[src/design/upd_pkg.sv]
// Shared constants, register indexes and hex helpers for the URL percent decoder.
package upd_pkg;

   localparam logic [7:0] CH_PCT    = 8'h25;
   localparam logic [7:0] CH_QMARK  = 8'h3F;
   localparam logic [7:0] CH_SLASH  = 8'h2F;
   localparam logic [7:0] CH_BSLASH = 8'h5C;

   // Results that one input item can cause, and the depth of the result buffer.
   localparam int MAX_RESULTS = 3;
   localparam int BUF_DEPTH   = 4;

   typedef enum logic {
      REG_COPY_QUERY = 1'b0,
      REG_SLASH_MAP  = 1'b1
   } reg_index_type;

   // True for the ASCII hex digits 0-9, A-F and a-f.
   function automatic logic is_hex_byte(input logic [7:0] c);
      return (c >= 8'h30 && c <= 8'h39) || (c >= 8'h41 && c <= 8'h46) ||
             (c >= 8'h61 && c <= 8'h66);
   endfunction

   // Value of a hex digit; only meaningful when is_hex_byte holds.
   function automatic logic [3:0] hex_nibble(input logic [7:0] c);
      logic [7:0] v;
      if (c <= 8'h39) begin
         v = c - 8'h30;
      end else if (c >= 8'h61) begin
         v = c - 8'h61 + 8'd10;
      end else begin
         v = c - 8'h41 + 8'd10;
      end
      return v[3:0];
   endfunction

endpackage

[src/design/upd_channels.sv]
// Valid/ready channel interfaces for the decoder's request and response streams.
interface upd_req_if #(parameter int UNIT_BITS = 16);
   logic                 valid;
   logic                 ready;
   logic [UNIT_BITS-1:0] code_unit;
   logic                 last_unit;

   modport source (output valid, code_unit, last_unit, input ready);
   modport sink   (input valid, code_unit, last_unit, output ready);
endinterface

interface upd_rsp_if #(parameter int UNIT_BITS = 16);
   logic                 valid;
   logic                 ready;
   logic [UNIT_BITS-1:0] out_unit;
   logic                 has_unit;
   logic                 end_of_string;

   modport source (output valid, out_unit, has_unit, end_of_string, input ready);
   modport sink   (input valid, out_unit, has_unit, end_of_string, output ready);
endinterface

[src/design/url_percent_decoder_top.sv]
// Top level of the streaming URL percent decoder with its register port.
//
// The decoder takes one code unit per request transfer and turns "%hh" escapes into the
// decoded byte value; a percent sign not followed by two hex digits passes through as is.
// Each accepted unit is decoded in the cycle it is accepted and its zero to three results
// are written into a four-entry result buffer whose head drives the response channel, so
// results are registered before they are offered. Requests are taken every cycle as long as
// the buffer, after this cycle's response transfer, holds at most one entry; an item that
// yields two or three results, which can happen when a held escape is released, therefore
// holds off further requests, paid back by the items that were held, and a stream in which
// each unit yields at most one result runs at one unit per clock while the response channel
// is ready. Every string ends in exactly one result with end_of_string set; a final unit that
// yields no character produces a bare end marker with has_unit low. The two control registers
// sit at byte addresses 0 and 4 and should only be written while the decoder is idle.
module url_percent_decoder_top
   import upd_pkg::*;
#(
   parameter int UNIT_BITS = 16
) (
   input  logic        clock,
   input  logic        reset,
   upd_req_if.sink     req_chan,
   upd_rsp_if.source   rsp_chan,
   input  logic        psel,
   input  logic        penable,
   input  logic        pwrite,
   input  logic [2:0]  paddr,
   input  logic [31:0] pwdata,
   output logic [31:0] prdata,
   output logic        pready
);

   typedef struct packed {
      logic [UNIT_BITS-1:0] unit;
      logic                 has;
      logic                 eos;
   } result_type;

   localparam int CNT_BITS = $clog2(BUF_DEPTH + 1);
   localparam int IDX_BITS = $clog2(BUF_DEPTH);

   // Control registers.
   logic copy_query_ff, slash_map_ff;

   // Decoder state.
   logic [1:0]           held_count_ff, held_count_in;
   logic [UNIT_BITS-1:0] held_digit_ff, held_digit_in;
   logic                 in_query_ff, in_query_in;
   logic                 stopped_ff, stopped_in;

   // Result buffer; entry 0 is the head.
   result_type          slot_ff [BUF_DEPTH];
   result_type          slot_in [BUF_DEPTH];
   logic [CNT_BITS-1:0] cnt_ff, cnt_in;

   logic                accept, pop;
   logic [CNT_BITS-1:0] base;

   // ------------------------------------------------------------------
   // Register port. The word index is paddr[2]; writes land in the access phase.
   // ------------------------------------------------------------------
   assign pready = 1'b1;

   always_comb begin
      unique case (reg_index_type'(paddr[2]))
         REG_COPY_QUERY: prdata = {31'd0, copy_query_ff};
         REG_SLASH_MAP:  prdata = {31'd0, slash_map_ff};
         default:        prdata = 32'd0;
      endcase
   end

   always_ff @(posedge clock) begin
      if (reset) begin
         copy_query_ff <= 1'b1;
         slash_map_ff  <= 1'b1;
      end else if (psel && penable && pwrite) begin
         unique case (reg_index_type'(paddr[2]))
            REG_COPY_QUERY: copy_query_ff <= pwdata[0];
            REG_SLASH_MAP:  slash_map_ff  <= pwdata[0];
            default: ;
         endcase
      end
   end

   // ------------------------------------------------------------------
   // Decode of the incoming unit.
   // ------------------------------------------------------------------
   logic [UNIT_BITS-1:0] c;
   logic                 last;
   logic                 c_is_hex, c_upper_zero, digit_upper_zero;
   logic [7:0]           decoded;

   assign c                = req_chan.code_unit;
   assign last             = req_chan.last_unit;
   assign c_upper_zero     = (c >> 8) == '0;
   assign digit_upper_zero = (held_digit_ff >> 8) == '0;
   assign c_is_hex         = c_upper_zero && is_hex_byte(c[7:0]);
   assign decoded          = {hex_nibble(held_digit_ff[7:0]), hex_nibble(c[7:0])};

   // Handling of a unit with nothing held.
   logic                 pl_emit, pl_stop, pl_hold;
   logic [UNIT_BITS-1:0] pl_unit;

   always_comb begin
      pl_emit = 1'b0;
      pl_stop = stopped_ff;
      pl_hold = 1'b0;
      pl_unit = c;
      if (!stopped_ff) begin
         if (c == UNIT_BITS'(CH_QMARK) && !copy_query_ff) begin
            pl_stop = 1'b1;
         end else if (c == UNIT_BITS'(CH_PCT)) begin
            pl_emit = last;
            pl_hold = !last;
         end else if (c == UNIT_BITS'(CH_SLASH) && in_query_ff && slash_map_ff) begin
            pl_emit = 1'b1;
            pl_unit = UNIT_BITS'(CH_BSLASH);
         end else begin
            pl_emit = 1'b1;
         end
      end
   end

   // Results of this unit: up to two flushed units or one decoded byte, then the plain result.
   result_type      res [MAX_RESULTS];
   logic [1:0]      n_res;
   logic [1:0]      n_pre;
   logic            use_plain;
   result_type      pre0, pre1, tail;

   always_comb begin
      n_pre         = 2'd0;
      use_plain     = 1'b0;
      pre0          = '{unit: UNIT_BITS'(CH_PCT), has: 1'b1, eos: 1'b0};
      pre1          = '{unit: held_digit_ff, has: 1'b1, eos: 1'b0};
      held_count_in = held_count_ff;
      held_digit_in = held_digit_ff;
      in_query_in   = in_query_ff;
      stopped_in    = stopped_ff;

      case (held_count_ff)
         2'd1: begin
            if (c_is_hex) begin
               if (last) begin
                  n_pre         = 2'd2;
                  pre1.unit     = c;
                  held_count_in = 2'd0;
               end else begin
                  held_digit_in = c;
                  held_count_in = 2'd2;
               end
            end else begin
               n_pre     = 2'd1;
               use_plain = 1'b1;
            end
         end
         2'd2: begin
            held_digit_in = '0;
            held_count_in = 2'd0;
            if (c_is_hex && digit_upper_zero) begin
               n_pre     = 2'd1;
               pre0.unit = UNIT_BITS'(decoded);
               if (decoded == CH_QMARK) begin
                  in_query_in = 1'b1;
               end
            end else begin
               n_pre     = 2'd2;
               use_plain = 1'b1;
            end
         end
         default: begin
            use_plain = 1'b1;
         end
      endcase

      if (use_plain) begin
         held_count_in = {1'b0, pl_hold};
         stopped_in    = pl_stop;
      end

      tail   = '{unit: pl_unit, has: 1'b1, eos: 1'b0};
      res[0] = (n_pre != 2'd0) ? pre0 : tail;
      res[1] = (n_pre == 2'd2) ? pre1 : tail;
      res[2] = tail;
      n_res  = n_pre + 2'(use_plain && pl_emit);

      if (last) begin
         if (n_res == 2'd0) begin
            res[0] = '{unit: '0, has: 1'b0, eos: 1'b0};
            n_res  = 2'd1;
         end
         case (n_res)
            2'd1:    res[0].eos = 1'b1;
            2'd2:    res[1].eos = 1'b1;
            default: res[2].eos = 1'b1;
         endcase
         held_count_in = 2'd0;
         held_digit_in = '0;
         in_query_in   = 1'b0;
         stopped_in    = 1'b0;
      end
   end

   // ------------------------------------------------------------------
   // Result buffer and handshakes.
   // ------------------------------------------------------------------
   assign pop            = rsp_chan.valid && rsp_chan.ready;
   assign base           = cnt_ff - CNT_BITS'(pop);
   assign req_chan.ready = base <= CNT_BITS'(1);
   assign accept         = req_chan.valid && req_chan.ready;

   assign rsp_chan.valid         = cnt_ff != '0;
   assign rsp_chan.out_unit      = slot_ff[0].unit;
   assign rsp_chan.has_unit      = slot_ff[0].has;
   assign rsp_chan.end_of_string = slot_ff[0].eos;

   // The head moves up on a response transfer; new results land just above what stays.
   always_comb begin
      for (int j = 0; j < BUF_DEPTH; j++) begin
         slot_in[j] = slot_ff[j];
      end
      if (pop) begin
         for (int j = 0; j < BUF_DEPTH - 1; j++) begin
            slot_in[j] = slot_ff[j+1];
         end
      end
      if (accept) begin
         for (int j = 0; j < MAX_RESULTS; j++) begin
            if (base == '0) begin
               slot_in[j] = res[j];
            end else if (base == CNT_BITS'(1)) begin
               slot_in[j+1] = res[j];
            end
         end
      end
      cnt_in = base + (accept ? CNT_BITS'(n_res) : '0);
   end

   always_ff @(posedge clock) begin
      slot_ff <= slot_in;
      if (reset) begin
         cnt_ff        <= '0;
         held_count_ff <= 2'd0;
         held_digit_ff <= '0;
         in_query_ff   <= 1'b0;
         stopped_ff    <= 1'b0;
      end else begin
         cnt_ff <= cnt_in;
         if (accept) begin
            held_count_ff <= held_count_in;
            held_digit_ff <= held_digit_in;
            in_query_ff   <= in_query_in;
            stopped_ff    <= stopped_in;
         end
      end
   end

   // ------------------------------------------------------------------
   // Assertions.
   // ------------------------------------------------------------------
   a_cnt_bound: assert property (@(posedge clock) disable iff (reset)
      cnt_ff <= CNT_BITS'(BUF_DEPTH))
      else $error("result buffer overfilled");

   a_held_code: assert property (@(posedge clock) disable iff (reset)
      held_count_ff != 2'd3)
      else $error("held count out of range");

   a_stop_no_hold: assert property (@(posedge clock) disable iff (reset)
      stopped_ff |-> held_count_ff == 2'd0)
      else $error("units held while output is stopped");

   a_last_clears: assert property (@(posedge clock) disable iff (reset)
      accept && last |=> held_count_ff == 2'd0 && !in_query_ff && !stopped_ff)
      else $error("state not cleared at end of string");

   a_last_gives_eos: assert property (@(posedge clock) disable iff (reset)
      accept && last && base == '0 |=> slot_ff[IDX_BITS'(cnt_ff - CNT_BITS'(1))].eos)
      else $error("end of string not marked on final result");

endmodule
[src/flat_wrapper.sv]
// flat-port wrapper written by rule: the top's interface ports become plain ports
module url_percent_decoder_top_flat import upd_pkg::*;
#(
   parameter int UNIT_BITS = 16
)
  (clock, reset, psel, penable, pwrite, paddr, pwdata, prdata, pready, req_chan_valid, req_chan_code_unit, req_chan_last_unit, req_chan_ready, rsp_chan_valid, rsp_chan_out_unit, rsp_chan_has_unit, rsp_chan_end_of_string, rsp_chan_ready);
  upd_req_if #(.UNIT_BITS(UNIT_BITS)) req_chan_i ();
  upd_rsp_if #(.UNIT_BITS(UNIT_BITS)) rsp_chan_i ();
  input  logic clock;
  input  logic reset;
  input  logic psel;
  input  logic penable;
  input  logic pwrite;
  input  logic [2:0] paddr;
  input  logic [31:0] pwdata;
  output logic [31:0] prdata;
  output logic pready;
  input wire logic [$bits(req_chan_i.valid)-1:0] req_chan_valid;
  input wire logic [$bits(req_chan_i.code_unit)-1:0] req_chan_code_unit;
  input wire logic [$bits(req_chan_i.last_unit)-1:0] req_chan_last_unit;
  output wire logic [$bits(req_chan_i.ready)-1:0] req_chan_ready;
  output wire logic [$bits(rsp_chan_i.valid)-1:0] rsp_chan_valid;
  output wire logic [$bits(rsp_chan_i.out_unit)-1:0] rsp_chan_out_unit;
  output wire logic [$bits(rsp_chan_i.has_unit)-1:0] rsp_chan_has_unit;
  output wire logic [$bits(rsp_chan_i.end_of_string)-1:0] rsp_chan_end_of_string;
  input wire logic [$bits(rsp_chan_i.ready)-1:0] rsp_chan_ready;
  assign req_chan_i.valid = req_chan_valid;
  assign req_chan_i.code_unit = req_chan_code_unit;
  assign req_chan_i.last_unit = req_chan_last_unit;
  assign req_chan_ready = req_chan_i.ready;
  assign rsp_chan_valid = rsp_chan_i.valid;
  assign rsp_chan_out_unit = rsp_chan_i.out_unit;
  assign rsp_chan_has_unit = rsp_chan_i.has_unit;
  assign rsp_chan_end_of_string = rsp_chan_i.end_of_string;
  assign rsp_chan_i.ready = rsp_chan_ready;
  url_percent_decoder_top #(.UNIT_BITS(UNIT_BITS)) u_core (.clock(clock), .reset(reset), .req_chan(req_chan_i), .rsp_chan(rsp_chan_i), .psel(psel), .penable(penable), .pwrite(pwrite), .paddr(paddr), .pwdata(pwdata), .prdata(prdata), .pready(pready));
endmodule
[config.mk]
export PLATFORM = sky130hd
export DESIGN_NAME = url_percent_decoder_top_flat
export DESIGN_NICKNAME = d
export VERILOG_FILES = /design/src/design/upd_pkg.sv /design/src/design/upd_channels.sv /design/src/design/url_percent_decoder_top.sv /design/src/flat_wrapper.sv
export SDC_FILE = /design/constraint.sdc
export NUM_CORES = 1
export LEC_CHECK = 0
export ABC_AREA = 1
export BUFFER_PORTS_ARGS = -buffer_cell sky130_fd_sc_hd__buf_2
export CAP_MARGIN = 20
export CORE_MARGIN = 2
export CORE_UTILIZATION = 56
export DETAILED_ROUTE_END_ITERATION = 12
export HOLD_SLACK_MARGIN = 0.15
export PLACE_DENSITY = 0.83
export SYNTH_ARGS = -nofsm -noshare
export SYNTH_HDL_FRONTEND = slang
export SYNTH_SLANG_ARGS = --single-unit
[constraint.sdc]
create_clock -name clock -period 4.2 [get_ports clock]
set_input_delay 0.42 -clock clock [delete_from_list [all_inputs] [get_ports clock]]
set_output_delay 0.42 -clock clock [all_outputs]
set_load 0.05 [all_outputs]
==> impl_metrics.ini <==
[setup_path]
crit_buf_inv = 5
end_kind = flop
r2r-end = u_core.cnt_ff[2]$_SDFF_PP0_
cp-start-kind = primary input
cp.depth = 24
slowest_stage = fa_1
arrival_ns = 3.57
cpLargestDelayFamily = simple AND/OR/NAND/NOR gates
r2r_slack_ns = 1.02
critPathKind = in2reg
r2r-start = u_core.held_digit_ff[14]$_SDFFE_PP0P_
cp_max_fo = 6
ff2ff_path_depth = 19
worstPathRequired_ns = 4.47
crit_path_max_incr_delay_ns = 0.37
path_cells = buf_2, inv_1, ha_1, o21ai_1, nand2_1, nand3_2, nand2_4, nand2_1, nand2_1, nand3_1, nand3_1, nor2_1, ha_1, inv_1, nand3_1, nand2_1, inv_2, nand2_1, a21oi_1, ha_1, inv_1, fa_1, xor2_1, nor2_1
crit_top_cell = nand2_1

[routing]
num_vias = 5347
wl_per_cell_um = 13.5
via_per_inst = 5.24
drtAntennaViolNets = 0
wirelength_um = 13800
detail_route.first_pass.iterations = 5
drtIter0Drc = 497
drc_errors = 0

[worst_hold_path]
holdPathStages = 1
min_from = req_chan_code_unit[12]
hold_end = u_core.slot_ff[14]$_DFFE_PP_
hp-class = in2reg

[global_routing]
track_usage_pct = 24.9
grt_pass1_wl_um = 22800
grt_pass1_vias = 4636
antenna_found_initial = 0
grt_remaining_overflow = 0
grt_max_degree = 56

[cells_and_area]
final_nets = 952
syn_to_final_growth_pct = 2.43
n_antenna_cell = 0
final_common_cell = nand2_1
fillers = 967
drive_above_1_share_pct = 11.8
instances_no_fill = 1020
final_cell_mix = nand2_1, nor2_1, inv_1

[yosys]
synth_cell_types = 41
synth.area.top_cells = dfxtp_1, nand2_1, edfxtp_1
synth-seq-cells = 96
ys_warn_count = 0
ys_seq_area_share_pct = 35.1
synth_area_leader_cell = dfxtp_1
synth_area_per_cell_um2 = 6.75
synth_cells = 884
synth_top_area_share_pct = 26.5
synth_area_mm2 = 0.00597

[placed_design]
gp_congestion = 0.967
dpl.cell_count = 1004
dpl.hpwl_um = 9730
io_buffers = 46

[pwr]
power_density_mw_per_mm2 = 691
vdd_drop_max_v = 0.000310
power.static_leakage_uw = 0.00297

[timing]
period_needed_ns = 3.31
tightest_slew_ns = 0.804
hold_viol = 0
clock.fmax_mhz = 302
relSlewSlack_pct = 46.3
finalClockSkew_ns = 0.0100
setup_tns_ns = 0
slew_viol_final = 0
rsz0062_at_grt = no
fin_crit_sh_pct = 78.8
final-setup-viol-count = 0

[clocking]
htree_levels = 3
cts_tree = done
clkTransAtPathRegs_ns = 0.10
cts.repair.resized = 0
hold_buffers = 0
cts_buffer_depth = 2
clk_latency_ns = 0.39
cts_made_buffers = 9
cts-root-buf = clkbuf_8
post_cts_buffers = 0
clock-sinks = 96

[job]
maxCapViolations = 0

[floorplanning]
die_y_um = 107
die_w_um = 107
top_level_ports = 112
start_util_pct = 57.8
core_mm2 = 0.0103
fp-row-count = 37
die-area_mm2 = 0.0115

[outcome]
status = finished, final reports clean
-- worst max path at each step --
stage | from | endpoint | slack [ns]
6_report | req_chan_code_unit[0] | u_core.cnt_ff[2]$_SDFF_PP0_ | 0.89
5_1_grt | req_chan_code_unit[0] | u_core.cnt_ff[2]$_SDFF_PP0_ | 0.56
4_1_cts | req_chan_code_unit[0] | u_core.cnt_ff[2]$_SDFF_PP0_ | 0.94
3_5_place_dp | req_chan_code_unit[0] | u_core.cnt_ff[2]$_SDFF_PP0_ | 0.54
3_3_place_gp | req_chan_code_unit[0] | u_core.cnt_ff[2]$_SDFF_PP0_ | 0.59
2_1_floorplan | u_core.cnt_ff[0]$_SDFF_PP0_ | u_core.cnt_ff[2]$_SDFF_PP0_ | 0.08
-- power by group --
part           internal, µW  leakage [µW]  switching, µW
registers              1290      0.000813            145
logic                   651       0.00207           1570
clock network           231     0.0000895            336
total                  2180       0.00297           2050
-- worst register-to-register path: stages, from the launching register on --
cell and delay (ns):
dfxtp_1 0.32, inv_1 0.07, nand4_1 0.10, nor2_1 0.29
nand4_2 0.24, nand2_2 0.19, nand2_4 0.13, inv_1 0.08
ha_1 0.17, inv_1 0.05, nand3_1 0.11, nand2_1 0.15
inv_2 0.10, nand2_1 0.10, a21oi_1 0.19, ha_1 0.17
inv_1 0.05, fa_1 0.37, xor2_1 0.16, nor2_1 0.05
-- Yosys cell counts --
cell	n
clkbuf_1	43
nor4_1	2
dfxtp_1	79
a21o_1	1
nor3_1	11
nand4_1	13
and3_1	1
edfxtp_1	17
mux2i_1	3
or2_2	1
buf_2	2
inv_1	82
o21ai_0	51
inv_2	8
nor3b_1	1
o21ai_1	2
fa_1	1
nand2_1	223
nand4_4	1
a22oi_1	3
ha_1	13
nand2_4	5
xor2_1	8
nor2_4	4
conb_1	2
a211oi_1	13
nand3b_1	1
a31oi_1	1
nand3_2	3
buf_8	1
buf_6	3
nor2_2	6
clkinv_1	1
a311o_1	1
nand2_2	4
nor2_1	102
nand3_1	67
nand4_2	1
a21oi_1	51
nand3_4	1
buf_4	51
-- metal layers --
metal	track usage [%]	share of wire [%]	up-vias
met5	0	0	-
met4	10.0	1.8	0
met3	3.34	8.3	21
met2	36.1	43	251
met1	37.2	47	2351
li1	-	-	2724
-- flip-flops by register name, indices dropped and copies added, names as in the netlist, 2 cells and up --
signal                    cells
u_core.slot_ff               53
u_core.held_digit_ff         16
u_core.rsp_chan.out_unit     16
u_core.cnt_ff                 3
u_core.held_count_ff          2
-- per-stage QoR --
| step | total power, µW | cell area, µm² | hold WS [ns] | utilization, % | worst slack (ns) |
|---|---|---|---|---|---|
| 2_1_floorplan | 3280 | 6080 | 0.414 | - | 0.0815 |
| 3_3_place_gp | 3590 | 5940 | 0.425 | 57.5 | 0.588 |
| 3_5_place_dp | 3640 | 5940 | 0.431 | 57.5 | 0.543 |
| 4_1_cts | 4190 | 6110 | 0.235 | 59.2 | 0.941 |
| 5_1_grt | 4540 | 6110 | 0.239 | 59.2 | 0.559 |
| 6_report | 4220 | 6110 | 0.240 | 59.2 | 0.891 |
-- kinds of logic (layout without fill, tap and decap cells) --
group,count (synthesis),count (layout),share of synthesized area (%)
simple gates,447,447,33.1
buf+inv,191,161,15.8
compound gates,123,123,11.1
flops,96,96,35.1
fa+ha+maj,14,14,3.06
xor+xnor,8,8,1.17
mux,3,3,0.503
other cells,2,32,0.126
-- area by class of cell --
type | count | area (µm²) | area share, %
multi-input cells | 627 | 3050 | 49.8
flip-flops and latches | 96 | 2090 | 34.2
inverters | 91 | 342 | 5.59
repair buffers | 54 | 290 | 4.75
well taps | 136 | 170 | 2.78
clock buffers | 11 | 141 | 2.31
clock inverters | 5 | 31.3 | 0.512
Power figures use the tool's default switching activity.
